### config.mk
export PLATFORM = sky130hd
export DESIGN_NAME = periodic_event_timer_bank
export DESIGN_NICKNAME = d
export VERILOG_FILES = /design/src/hw/rtl/pet_pkg.sv /design/src/hw/rtl/periodic_event_timer_bank.sv
export SDC_FILE = /design/constraint.sdc
export NUM_CORES = 1
export LEC_CHECK = 0
export BUFFER_PORTS_ARGS = -buffer_cell sky130_fd_sc_hd__buf_2
export CAP_MARGIN = 25
export CORE_UTILIZATION = 25
export DETAILED_ROUTE_END_ITERATION = 10
export REMOVE_ABC_BUFFERS = 1
export SYNTH_ARGS = -nofsm -noshare
export SYNTH_HDL_FRONTEND = slang
export SYNTH_SLANG_ARGS = --single-unit
### constraint.sdc
create_clock -name clk_i -period 6 [get_ports clk_i]
set_input_delay 0.3 -clock clk_i [delete_from_list [all_inputs] [get_ports clk_i]]
set_output_delay 0.3 -clock clk_i [all_outputs]
set_load 0.02 [all_outputs]
### src/hw/rtl/pet_pkg.sv
`timescale 1ns / 1ps

package pet_pkg;

  // Most expiry results reported for one tick
  localparam int unsigned MaxResults = 8;

  typedef enum logic [2:0] {
    K_TICK       = 3'd0,
    K_ADD        = 3'd1,
    K_DELETE     = 3'd2,
    K_START      = 3'd3,
    K_STOP       = 3'd4,
    K_RELOAD     = 3'd5,
    K_SET_PERIOD = 3'd6
  } kind_e;

  typedef enum logic [1:0] {
    ST_OK     = 2'd0,
    ST_FULL   = 2'd1,
    ST_EMPTY  = 2'd2,
    ST_EXPIRY = 2'd3
  } status_e;

  typedef enum logic [2:0] {
    S_IDLE,
    S_TICK,
    S_ADD,
    S_CMD_WR,
    S_FLUSH
  } state_e;

  // One timer slot as held in the state memory
  typedef struct packed {
    logic        running;
    logic [15:0] reload;
    logic [15:0] ticks;
    logic [15:0] fires;
  } timer_entry_t;

  // One result item
  typedef struct packed {
    status_e     status;
    logic [2:0]  slot;
    logic [15:0] fires;
  } result_t;

endpackage

### src/hw/rtl/periodic_event_timer_bank.sv
`timescale 1ns / 1ps
// Path from accept to result registered: delete or a command on a free slot through S_FLUSH;
//   start/stop/reload/set through S_CMD_WR and S_FLUSH; add through S_ADD (one allocation mark a cycle) and S_FLUSH.
// Tick: walks the timer memory one slot a cycle, then S_FLUSH for the last
//   expiry when any timer fired; a stalled output with a result held pauses the walk.
// One item at a time: the next is taken the cycle after the last result is registered
//   (after the walk for a tick with no expiry); reset (async, active low) clears marks.
module periodic_event_timer_bank import pet_pkg::*; #(
  parameter int unsigned TIMER_SLOTS = 8
) (
  input  logic        clk_i,
  input  logic        rst_ni,
  input  logic        in_valid_i,
  output logic        in_stall_o,
  input  logic [2:0]  kind_i,
  input  logic [2:0]  slot_i,
  input  logic [15:0] period_i,
  input  logic        run_at_once_i,
  output logic        out_valid_o,
  input  logic        out_stall_i,
  output logic [1:0]  status_o,
  output logic [2:0]  slot_out_o,
  output logic [15:0] fire_count_o,
  output logic        last_o
);

  localparam int unsigned IW = (TIMER_SLOTS > 1) ? $clog2(TIMER_SLOTS) : 1;
  localparam int unsigned EW = IW + 3;
  localparam int unsigned NW = $clog2(MaxResults + 1);

  state_e                 state_q, state_d;
  logic [TIMER_SLOTS-1:0] in_use_q, in_use_d;

  // latched command
  kind_e       kind_q;
  logic [IW-1:0] slot_q;
  logic [2:0]  slot_raw_q;
  logic [15:0] period_q;
  logic        at_once_q;
  logic        cmd_load;

  // walk pointers: read stage and modify stage
  logic [IW-1:0] rd_idx_q, rd_idx_d;
  logic          rd_more_q, rd_more_d;
  logic          st_valid_q, st_valid_d;
  logic [IW-1:0] st_idx_q, st_idx_d;
  logic [NW-1:0] n_q, n_d;

  // held result and output register
  logic    pend_valid_q, pend_valid_d;
  result_t pend_q, pend_d;
  logic    out_valid_q;
  result_t out_q;
  logic    out_last_q;
  logic    push, push_last;
  result_t push_res;
  logic    out_free;

  // timer memory
  timer_entry_t  timer_mem [TIMER_SLOTS];
  timer_entry_t  rdata_q;
  logic          mem_re, mem_we;
  logic [IW-1:0] mem_raddr, mem_waddr;
  timer_entry_t  mem_wdata;

  // slot decode
  logic [EW-1:0] slot_ext, st_ext, rd_ext;
  logic          slot_ok;
  logic [IW-1:0] slot_idx;

  // tick datapath
  logic [15:0] ticks_dec, fires_inc;
  logic        stage_hit, expire, report, blocked;

  assign slot_ext = EW'(slot_i);
  assign slot_ok  = slot_ext < EW'(TIMER_SLOTS);
  assign slot_idx = slot_ext[IW-1:0];
  assign st_ext   = EW'(st_idx_q);
  assign rd_ext   = EW'(rd_idx_q);

  assign out_free   = !out_valid_q || !out_stall_i;
  assign ticks_dec  = rdata_q.ticks - 16'd1;
  assign fires_inc  = rdata_q.fires + 16'd1;
  assign stage_hit  = st_valid_q && in_use_q[st_idx_q] && rdata_q.running;
  assign expire     = stage_hit && (ticks_dec == 16'd0);
  assign report     = expire && (n_q < NW'(MaxResults));
  // a second expiry needs the held one moved out first
  assign blocked    = report && pend_valid_q && !out_free;

  assign in_stall_o = (state_q != S_IDLE);

  // next state and datapath control
  always_comb begin
    state_d      = state_q;
    in_use_d     = in_use_q;
    rd_idx_d     = rd_idx_q;
    rd_more_d    = rd_more_q;
    st_valid_d   = st_valid_q;
    st_idx_d     = st_idx_q;
    n_d          = n_q;
    pend_valid_d = pend_valid_q;
    pend_d       = pend_q;
    push         = 1'b0;
    push_res     = pend_q;
    push_last    = 1'b0;
    mem_re       = 1'b0;
    mem_raddr    = rd_idx_q;
    mem_we       = 1'b0;
    mem_waddr    = st_idx_q;
    mem_wdata    = rdata_q;
    cmd_load     = 1'b0;

    unique case (state_q)
      S_IDLE: begin
        if (in_valid_i) begin
          cmd_load = 1'b1;
          case (kind_e'(kind_i))
            K_TICK: begin
              state_d    = S_TICK;
              rd_idx_d   = '0;
              rd_more_d  = 1'b1;
              st_valid_d = 1'b0;
              n_d        = '0;
            end
            K_ADD: begin
              state_d  = S_ADD;
              rd_idx_d = '0;
            end
            K_DELETE, K_START, K_STOP, K_RELOAD, K_SET_PERIOD: begin
              if (!slot_ok || !in_use_q[slot_idx]) begin
                pend_d       = '{status: ST_EMPTY, slot: slot_i, fires: 16'd0};
                pend_valid_d = 1'b1;
                state_d      = S_FLUSH;
              end else if (kind_e'(kind_i) == K_DELETE) begin
                in_use_d[slot_idx] = 1'b0;
                pend_d       = '{status: ST_OK, slot: slot_i, fires: 16'd0};
                pend_valid_d = 1'b1;
                state_d      = S_FLUSH;
              end else begin
                mem_re    = 1'b1;
                mem_raddr = slot_idx;
                state_d   = S_CMD_WR;
              end
            end
            default: ;  // unused kind: no result
          endcase
        end
      end

      // read slot k while slot k-1 is modified and written back
      S_TICK: begin
        if (!blocked) begin
          if (stage_hit) begin
            mem_we    = 1'b1;
            mem_waddr = st_idx_q;
            if (expire) begin
              mem_wdata.ticks = rdata_q.reload;
              mem_wdata.fires = fires_inc;
            end else begin
              mem_wdata.ticks = ticks_dec;
            end
          end
          if (report) begin
            n_d = n_q + NW'(1);
            if (pend_valid_q) begin
              push      = 1'b1;
              push_res  = pend_q;
              push_last = 1'b0;
            end
            pend_valid_d = 1'b1;
            pend_d = '{status: ST_EXPIRY, slot: st_ext[2:0], fires: fires_inc};
          end
          if (rd_more_q) begin
            mem_re     = 1'b1;
            mem_raddr  = rd_idx_q;
            st_valid_d = 1'b1;
            st_idx_d   = rd_idx_q;
            rd_idx_d   = rd_idx_q + IW'(1);
            rd_more_d  = (rd_idx_q != IW'(TIMER_SLOTS - 1));
          end else begin
            st_valid_d = 1'b0;
            if (!st_valid_q) begin
              state_d = pend_valid_q ? S_FLUSH : S_IDLE;
            end
          end
        end
      end

      // lowest free slot, one mark a cycle
      S_ADD: begin
        if (!in_use_q[rd_idx_q]) begin
          in_use_d[rd_idx_q] = 1'b1;
          mem_we       = 1'b1;
          mem_waddr    = rd_idx_q;
          mem_wdata    = '{running: at_once_q, reload: period_q, ticks: period_q,
                           fires: 16'd0};
          pend_d       = '{status: ST_OK, slot: rd_ext[2:0], fires: 16'd0};
          pend_valid_d = 1'b1;
          state_d      = S_FLUSH;
        end else if (rd_idx_q == IW'(TIMER_SLOTS - 1)) begin
          pend_d       = '{status: ST_FULL, slot: 3'd0, fires: 16'd0};
          pend_valid_d = 1'b1;
          state_d      = S_FLUSH;
        end else begin
          rd_idx_d = rd_idx_q + IW'(1);
        end
      end

      // modify the entry read at accept and write it back
      S_CMD_WR: begin
        mem_we    = 1'b1;
        mem_waddr = slot_q;
        unique case (kind_q)
          K_START: begin
            mem_wdata.ticks   = rdata_q.reload;
            mem_wdata.fires   = 16'd0;
            mem_wdata.running = 1'b1;
          end
          K_STOP:   mem_wdata.running = 1'b0;
          K_RELOAD: mem_wdata.ticks   = rdata_q.reload;
          default:  mem_wdata.reload  = period_q;
        endcase
        pend_d       = '{status: ST_OK, slot: slot_raw_q, fires: 16'd0};
        pend_valid_d = 1'b1;
        state_d      = S_FLUSH;
      end

      // final result of the item
      S_FLUSH: begin
        if (out_free) begin
          push         = 1'b1;
          push_res     = pend_q;
          push_last    = 1'b1;
          pend_valid_d = 1'b0;
          state_d      = S_IDLE;
        end
      end

      default: state_d = S_IDLE;
    endcase
  end

  // control registers
  always_ff @(posedge clk_i or negedge rst_ni) begin
    if (!rst_ni) begin
      state_q      <= S_IDLE;
      in_use_q     <= '0;
      rd_more_q    <= 1'b0;
      st_valid_q   <= 1'b0;
      n_q          <= '0;
      pend_valid_q <= 1'b0;
      out_valid_q  <= 1'b0;
    end else begin
      state_q      <= state_d;
      in_use_q     <= in_use_d;
      rd_more_q    <= rd_more_d;
      st_valid_q   <= st_valid_d;
      n_q          <= n_d;
      pend_valid_q <= pend_valid_d;
      if (push) begin
        out_valid_q <= 1'b1;
      end else if (!out_stall_i) begin
        out_valid_q <= 1'b0;
      end
    end
  end

  // payload registers
  always_ff @(posedge clk_i) begin
    rd_idx_q <= rd_idx_d;
    st_idx_q <= st_idx_d;
    pend_q   <= pend_d;
    if (cmd_load) begin
      kind_q     <= kind_e'(kind_i);
      slot_q     <= slot_idx;
      slot_raw_q <= slot_i;
      period_q   <= period_i;
      at_once_q  <= run_at_once_i;
    end
    if (push) begin
      out_q      <= push_res;
      out_last_q <= push_last;
    end
  end

  // timer memory: one write and one registered read per cycle
  always_ff @(posedge clk_i) begin
    if (mem_we) begin
      timer_mem[mem_waddr] <= mem_wdata;
    end
    if (mem_re) begin
      rdata_q <= timer_mem[mem_raddr];
    end
  end

  assign out_valid_o  = out_valid_q;
  assign status_o     = out_q.status;
  assign slot_out_o   = out_q.slot;
  assign fire_count_o = out_q.fires;
  assign last_o       = out_last_q;

endmodule

# Yosys cells after proc, flatten, opt, wreduce, memory -nomap -nowiden
# Memories as Yosys holds them, arrays and structs flattened. A register that Yosys moved wholly into a read port is not among the register bits.
# Cells that the tools add are included.
# totals
ram_bits,392
elab_cells,214
latchBits,0
output_inout_bits,24
n_memories,1
ff_bits,91
mem_bits_ro,0
input_bits,27
# memory_table
memory,depth,width,read_ports,rd_clocked_by_memory_dff,write_ports,line_no,source
timer_mem,8,49,1,1,1,periodic_event_timer_bank.sv:60,timer_entry_t timer_mem [TIMER_SLOTS];
# op_classes
n_mul,0
bitwise,4
n_lt_le_gt_ge,7
n_addsub,4
n_shift,0
eq_ne,34
muxes,108
reduce_logical,36
n_div,0
# ops
cell,count
21-bit two-way mux,8
32-bit one-hot mux with 3 select lines,1
21-bit one-hot mux with 4 select lines,1
16-bit two-way mux,5
3-bit two-way mux,22
32-bit two-way mux,2
49-bit two-way mux,1
1-bit two-way mux,40
8-bit two-way mux,5
17-bit one-hot mux with 2 select lines,1
2-bit != test (second input constant),13
3-bit == test (second input constant),7
7-bit AND reduction,3
3-bit one-hot mux with 3 select lines,2
16-bit by 1-bit adder with 16-bit output (second input constant),1
16-bit zero test,1
3-bit by 4-bit < comparator with 1-bit output (second input constant),4
4-bit two-way mux,4
8-bit one-hot mux with 2 select lines,1
16-bit by 1-bit subtractor with 16-bit output (second input constant),1
3-bit by 2-bit == test with 1-bit output (second input constant),5
3-bit one-hot mux with 5 select lines,1
1-bit one-hot mux with 2 select lines,5
1-bit binary-select mux with 3-bit select,3
other kinds (33),56

# Longest topological paths before layout
# Gate-level depths: netlist of run 1.
# logic_depth
depth_word,12
depth_mapped,13

# Worst setup path before layout of run 1
# No wires, ideal clock.
# synth_path
kind,flip-flop to flip-flop
from,reg rd_idx_q[0]
to,"mem timer_mem[2][0] (netlist name), enable pin"
synth_period_minus_slack_ns,5.184
n_path_buf,2
required_ns,5.544
setup_slack_ns,0.816
t_arrival_ns,4.728
path_stages_with_launch,10
cell_sequence,edfxtp_1 -> clkbuf_1 -> mux4_2 -> mux2i_1 -> buf_2 -> nand2_1 -> o21ai_0 -> a22o_1 -> nand2_1 -> nor2_1
# synth_via
elab_chain_len,6
word_cells_on_any_way,8
cone_classes,mux (8)
# synth_lines
item,line_no,source
start: declaration,periodic_event_timer_bank.sv:43,"logic [IW-1:0] rd_idx_q, rd_idx_d;"
start signal: assignment,periodic_event_timer_bank.sv:270,rd_idx_q <= rd_idx_d;
1-bit binary-select mux with 3-bit select,periodic_event_timer_bank.sv:191,if (!in_use_q[rd_idx_q]) begin
1-bit two-way mux (not written as such),periodic_event_timer_bank.sv:191,
1-bit two-way mux,periodic_event_timer_bank.sv:191,
1-bit one-hot mux with 3 select lines,periodic_event_timer_bank.sv:113,unique case (state_q)
1-bit two-way mux,periodic_event_timer_bank.sv:288,if (mem_we) begin
1-bit two-way mux (not written as such),periodic_event_timer_bank.sv:289,timer_mem[mem_waddr] <= mem_wdata;
end: declaration,periodic_event_timer_bank.sv:60,
# Parallel ways exist; a longest one is shown, timed or not. The select of a mux whose other input is x is not followed.

# Worst setup path in the final report of run 1
# layout_path
from,"reg, netlist name rdata_q[19]"
to,"mem timer_mem[7][41] (netlist name), enable pin"
# layout_via
elab_chain_len,10
# layout_lines
item,line_no,source
16-bit by 1-bit subtractor with 16-bit output,periodic_event_timer_bank.sv:82,assign ticks_dec = rdata_q.ticks - 16'd1;
16-bit zero test,periodic_event_timer_bank.sv:85,assign expire = stage_hit && (ticks_dec == 16'd0);
1-bit logical AND,periodic_event_timer_bank.sv:85,
1-bit logical AND,periodic_event_timer_bank.sv:86,assign report = expire && (n_q < NW'(MaxResults));
1-bit logical AND (2 in series),periodic_event_timer_bank.sv:88,assign blocked = report && pend_valid_q && !out_free;
1-bit two-way mux,periodic_event_timer_bank.sv:152,if (!blocked) begin
1-bit one-hot mux with 3 select lines,periodic_event_timer_bank.sv:113,
1-bit two-way mux,periodic_event_timer_bank.sv:288,
1-bit two-way mux (not written as such),periodic_event_timer_bank.sv:289,
# No other way between the ends.

==> impl_metrics.csv, run 1 <==
group,metric,value,unit
final_layout,area_growth,17.6,%
synthesis,yosys.area.top_type,"edfxtp_1",
synthesis,ys_seq_area_frac,0.703,
final_layout,layout.nets,1818,
sta,whs,0.0513,ns
hold_path,min_to,"in_use_q[6]$_DFFE_PN0P_",
sta,layout_min_cycle_time,4.91,ns
detailed_routing,drc_errors,0,
synthesis,synthCells,1716,
clocking,cts_setup_buffers,0,
status,status,"completed",
global_routing,antenna_found_initial,0,
detailed_routing,antenna_left,0,
sta,clock-skew-final,0.0210,ns
sta,setup_slack,1.09,ns
floorplanning,core_area,0.0889,mm²
placed_design,routabilityCongestion,0.887,
worst_setup_path,worstPathArrival,5.18,ns
sta,maxSlewHeadroom,0.259,
hold_path,min_from,"slot_i[2]",
hold_path,worstHoldPathType,"input port to register",
clocking,clk_pin_slew,0.07,ns
global_routing,grt_pass1_vias,14120,
clocking,root_buffer,"clkbuf_16",
floorplanning,dieArea,0.0915,mm²
global_routing,grt_use_total,0.126,
floorplanning,ios,51,
placed_design,hpwl,35.2,mm
detailed_routing,drt-initial-drc-count,1339,
sta,period_share,0.819,
synthesis,syn_area,0.0226,mm²
global_routing,globalRouteOverflowTotal,0,
detailed_routing,via_per_inst,4.88,
worst_setup_path,path_class,"register to register",
detailed_routing,finalWirelength,58.6,mm
synthesis,ys_warn_count,0,
global_routing,grt_pass1_wl,87.8,mm
synthesis,ys_ff_latch,532,
floorplanning,start_util,0.254,
sta,tightest_slew,1.11,ns
worst_setup_path,worst-path-max-fanout,20,
detailed_routing,drt_pass1_iterations,6,
synthesis,synth_top_cell_area_share,0.682,
worst_setup_path,r2r_slack,1.09,ns
synthesis,synth_area_leaders,"edfxtp_1 (68%), nand2_1 (6.0%), mux2i_1 (3.1%)",
power_and_ir_drop,powerDensity,494,mW/mm²
final_layout,multi_input_area,0.00635,mm²
synthesis,avgSynthCellArea,13.2,µm²
job,maxCapViolCount,0,
placed_design,post-place-ws,1.16,ns
clocking,cts_buffers,54,
worst_setup_path,r2r-end,"timer_mem[7][41]$_DFFE_PP_",
clocking,cts_tree,"yes",
global_routing,grt_max_degree,73,
sta,final_max_slew_viol_count,0,
power_and_ir_drop,leakagePower,8.80,nW
sta,setup_violations,0,
worst_setup_path,startpoint_type,"register",
final_layout,diodes,0,
detailed_routing,via_count,14622,
floorplanning,rows,109,
synthesis,yosys.cell_types.count,71,
final_layout,area.sequential,0.0159,mm²
clocking,cts.sinks,532,
placed_design,post_dp_cell_area,0.0245,mm²
sta,finalHoldViolCount,0,
synthesis,synth-edff-count,513,
final_layout,drive_above_1_share,0.125,
final_layout,final_common_cell,"edfxtp_1",
placed_design,numPortBuffers,50,
power_and_ir_drop,finalPower,0.0131,W
detailed_routing,wl_per_cell,19.6,µm
power_and_ir_drop,vdd_drop_max,330,µV
final_layout,n_fill_cell,8883,
synthesis,synth_async_sr_flop_share,0.0357,
worst_setup_path,worstSetupEndpointType,"register",
worst_setup_path,ff2ff_path_depth,11,
clocking,htree_num_levels,2,
clocking,clockBufferDepth,3,
worst_setup_path,required,6.27,ns
clocking,clock_latency,0.62,ns
final_layout,design_area,0.0265,mm²
synthesis,synthFlopType,"edfxtp_1",
hold_path,whs_path_depth,2,
sta,fmax,0.204,GHz
floorplanning,die_h,303,µm
worst_setup_path,reg2reg_from,"rdata_q[19]$_DFFE_PP_",
sta,grt_setup_unrepaired,"false",
floorplanning,fp.dieW,303,µm
final_layout,final_cell_mix,"edfxtp_1 (513), nand2_1 (359), nand3_1 (110), nor2_1 (69), mux2i_1 (66)",
layer usage:
metal / wire length, µm / track usage / up-vias
met3: 4060 / 0.0201 / 87
met5: 0 / 0 / -
met2: 26900 / 0.200 / 559
li1: - / - / 6601
met1: 26400 / 0.178 / 7375
met4: 1230 / 0.0357 / 0
cell families after synthesis:
logic type | count (synthesis) | synth area share
AOI/OAI and AO/OA | 237 | 0.0759
xor gates and xnor gates | 28 | 0.0109
adders and majority gates | 6 | 0.00333
buffers and inverters | 119 | 0.0216
DFF | 532 | 0.703
muxes | 93 | 0.0445
and+or+nand+nor | 701 | 0.140
synthesized netlist by cell type (3+ instances only):
cell type and number:
a21oi_1 38, and2_1 7, nand3b_1 4, nor4_1 10, nand4_1 4, mux4_2 4
nand2_1 359, dfrtp_1 19, a32oi_1 49, xnor2_1 16, edfxtp_1 513, nor2b_1 10
a221o_1 4, a2111oi_0 5, mux2i_1 70, nand2b_1 10, a31oi_1 16, nor3_1 28
nand3_1 110, a21o_1 3, o21ai_1 6, o31ai_1 9, and3_1 59, nor2_1 77
a211oi_1 16, a22oi_1 6, buf_2 18, buf_1 5, or3_1 5, o21a_1 9
mux2_2 19, clkbuf_1 81, inv_1 12, o22ai_1 10, xor2_1 12, a22o_1 5
o21ai_0 25, a221oi_1 14, a311oi_1 3, ha_1 6
sequential cells by signal, indices dropped and copies added (netlist names), 2 cells and up:
signal        count
timer_mem       392
rdata_q          49
pend_q           21
fire_count_o     16
period_q         16
in_use_q          8
n_q               4
kind_q            3
rd_idx_q          3
slot_out_o        3
slot_raw_q        3
st_idx_q          3
state_q           3
status_o          2
worst max path at each step:
| stage | start | slack (ns) | cells after the start | endpoint |
|---|---|---|---|---|
| global route | rdata_q[19]$_DFFE_PP_ | 0.72 | 11 | timer_mem[7][46]$_DFFE_PP_ |
| finish | rdata_q[19]$_DFFE_PP_ | 1.09 | 11 | timer_mem[7][41]$_DFFE_PP_ |
| detailed placement | rdata_q[19]$_DFFE_PP_ | 1.16 | 11 | timer_mem[7][39]$_DFFE_PP_ |
| global placement | rdata_q[19]$_DFFE_PP_ | 1.22 | 11 | timer_mem[7][32]$_DFFE_PP_ |
| floorplan | state_q[0]$_DFFE_PN0P_ | -6.09 | 8 | rdata_q[47]$_DFFE_PP_ |
| CTS | rdata_q[19]$_DFFE_PP_ | 1.11 | 11 | timer_mem[7][46]$_DFFE_PP_ |
per-stage QoR:
stage,TNS (ns),std cells,utilization
final,0,2994,0.298
after global routing,0,2994,0.298
after CTS,0,2991,0.298
after detailed placement,0,2869,0.275
after floorplan,-296.81,1609,-
after global placement,0,2864,0.274
report_power, final:
part           leakage [nW]  total [W]  switching [W]  internal, W
logic                  3.04    0.00400        0.00269      0.00131
clock network         0.868    0.00344        0.00144      0.00200
registers              4.89    0.00567       0.000407      0.00526
total                  8.80     0.0131        0.00454      0.00857
worst max-delay path, stage by stage (launching register included):
cell and delay [ns]:
edfxtp_1 0.56, nor3_1 0.70, a211oi_1 0.18, o311ai_0 0.40, or4_1 0.40, nor2_1 0.12, buf_4 0.21, a21oi_1 0.55
a31oi_1 0.18, buf_4 0.21, nor2_4 0.55, buf_4 0.49
cell type report:
type,count,share of cell area
flip-flops and latches,532,0.598
inverters,12,0.00170
well taps,1165,0.0549
multi-input cells,1065,0.239
clock buffers,66,0.0537
repair buffers,120,0.0373
clock inverters,34,0.0146
repair_timing:
| item | CTS | global route |
|---|---|---|
| hold buffers | 22 | 0 |
| hold endpoints to repair | 40 | 0 |
| gates resized for setup | 0 | 0 |
Note: power is estimated with default switching activity, not from simulation.
==> inputs of run 2 (changes only) <==
clock period = 4.1 ns   (was 6 ns; I/O delays follow)
==> run 2 against run 1 <==
  * Count of clock-buffer cells in the layout down 3
  * Die area unchanged
  * Critical path type unchanged
  * Via count up 1.5%
==> impl_metrics.csv, run 2 (synthesized netlist as in run 1, its figures left out) <==
group,metric,value,unit
sta,period_share,0.955,
power_and_ir_drop,vdd_drop_max,401,µV
detailed_routing,wl_per_cell,19.5,µm
detailed_routing,drt-initial-drc-count,1425,
floorplanning,ios,51,
placed_design,post_dp_cell_area,0.0248,mm²
power_and_ir_drop,powerDensity,717,mW/mm²
worst_setup_path,worst-path-max-fanout,8,
floorplanning,fp.dieW,303,µm
detailed_routing,via_per_inst,4.90,
final_layout,area_growth,19.2,%
clocking,cts_setup_buffers,0,
final_layout,final_common_cell,"edfxtp_1",
clocking,cts_tree,"yes",
hold_path,worstHoldPathType,"input port to register",
global_routing,grt_use_total,0.127,
worst_setup_path,startpoint_type,"register",
sta,grt_setup_unrepaired,"false",
clocking,cts_buffers,53,
global_routing,grt_max_degree,67,
sta,fmax,0.255,GHz
global_routing,grt_pass1_vias,14526,
global_routing,grt_pass1_wl,88.9,mm
worst_setup_path,crit_path_top_delay_cell,"or4_1",
sta,final_max_slew_viol_count,0,
worst_setup_path,cp_common_cell,"buf_4",
final_layout,largest-register,"timer_mem",
final_layout,layout.nets,1858,
placed_design,hpwl,35.0,mm
placed_design,placed_cells,2910,
detailed_routing,finalWirelength,59.0,mm
worst_setup_path,required,4.56,ns
worst_setup_path,worstPathArrival,4.37,ns
placed_design,routabilityCongestion,0.916,
clocking,clockBufferDepth,3,
final_layout,drive_above_1_share,0.152,
clocking,cts.sinks,532,
status,status,"completed",
final_layout,diodes,0,
clocking,clk_pin_slew,0.07,ns
clocking,htree_num_levels,2,
floorplanning,core_area,0.0889,mm²
worst_setup_path,worstSetupEndpointType,"register",
power_and_ir_drop,leakagePower,8.98,nW
floorplanning,rows,109,
sta,layout_min_cycle_time,3.92,ns
placed_design,numPortBuffers,50,
final_layout,design_area,0.0269,mm²
sta,clock-skew-final,0.0281,ns
global_routing,globalRouteOverflowTotal,0,
sta,setup_violations,0,
sta,maxSlewHeadroom,0.381,
worst_setup_path,cpPeakStageDelay,0.58,ns
worst_setup_path,crit_chain,"inv_1, ha_1, or4b_1, nor4_1, nor3_1, or4_1, buf_4, or3_1, nor2_4, a21oi_1, a31oi_1, buf_4",
detailed_routing,drc_errors,0,
final_layout,stdcell_count,3031,
sta,finalHoldViolCount,0,
final_layout,n_fill_cell,8823,
job,maxCapViolCount,0,
clocking,root_buffer,"clkbuf_16",
floorplanning,start_util,0.254,
final_layout,reg_top3,"timer_mem (392), rdata_q (49), pend_q (21)",
worst_setup_path,r2r_slack,0.18,ns
detailed_routing,via_count,14843,
detailed_routing,drt_pass1_iterations,7,
detailed_routing,antenna_left,0,
worst_setup_path,path_class,"register to register",
global_routing,antenna_found_initial,0,
sta,tightest_slew,0.923,ns
floorplanning,dieArea,0.0915,mm²
sta,finalSetupTns,0,ns
floorplanning,die_h,303,µm
clocking,clock_latency,0.62,ns
final_layout,largest_register_ffs,392,
final_layout,final_cell_mix,"edfxtp_1 (513), nand2_1 (359), nand3_1 (110), buf_4 (70), nor2_1 (67)",
==> run 2: area by class of cell <==
type	instances	area, µm²	share of cell area
clock buffer	63	1360	0.0507
clock inverter	33	385	0.0143
inverter	12	45.0	0.00167
multi-input combinational	1065	6440	0.239
sequential	532	15900	0.590
tap	1165	1460	0.0541
timing repair buffer	161	1350	0.0500
==> run 2: report_power, final <==
| group | leakage, nW | internal [W] | switching, W |
|---|---|---|---|
| Clock | 0.839 | 0.00283 | 0.00210 |
| Sequential | 4.89 | 0.00768 | 0.000496 |
| Combinational | 3.26 | 0.00209 | 0.00411 |
| Total | 8.98 | 0.0126 | 0.00670 |
==> run 2: final timing paths <==
kind                                       start                         to  cells past startpoint
max                        rdata_q[17]$_DFFE_PP_  timer_mem[7][6]$_DFFE_PP_                     12
min                                   in_valid_i   pend_valid_q$_DFFE_PN0P_                      4
max reg2reg                rdata_q[17]$_DFFE_PP_  timer_mem[7][6]$_DFFE_PP_                     12
min reg2reg                  pend_q[2]$_DFFE_PP_  fire_count_o[2]$_DFFE_PP_                      0
max in group asynchronous                 rst_ni         n_q[1]$_DFFE_PN0P_                      2
min in group asynchronous                 rst_ni     state_q[1]$_DFFE_PN0P_                      2
==> run 2: per-stage QoR <==
stage / util / worst slack (ns) / hold WS [ns] / total power (W)
after floorplan: - / -7.99 / -0.0906 / 0.0118
after global placement: 0.279 / 0.0247 / 0.183 / 0.0142
after detailed placement: 0.279 / -0.0343 / 0.188 / 0.0144
after CTS: 0.302 / 0.123 / 0.0401 / 0.0194
after global routing: 0.303 / 0.0184 / 0.0863 / 0.0203
final: 0.303 / 0.184 / 0.0714 / 0.0193
==> run 2: critical path, delay by kind of cell, from the launching register on <==
| kind | cells | cell delay [ns] |
|---|---|---|
| compound gates | 2 | 0.34 |
| fa+ha+maj | 1 | 0.26 |
| buf+inv | 3 | 0.49 |
| flops | 1 | 0.37 |
| simple gates | 6 | 2.31 |
==> run 2: layer usage <==
layer	routed length, µm	GRT usage	up-vias
met5	0	0	-
met4	1710	0.0432	0
met3	4090	0.0256	116
met2	27000	0.202	560
met1	26200	0.174	7459
li1	-	-	6708
==> run 2: timing repair <==
action                                  4_1_cts  5_1_grt
pin swaps                                     0        0
hold buffers                                 25        0
endpoints found under the setup margin       24      365
endpoints found under the hold margin        47        0
resized for setup                             3       13
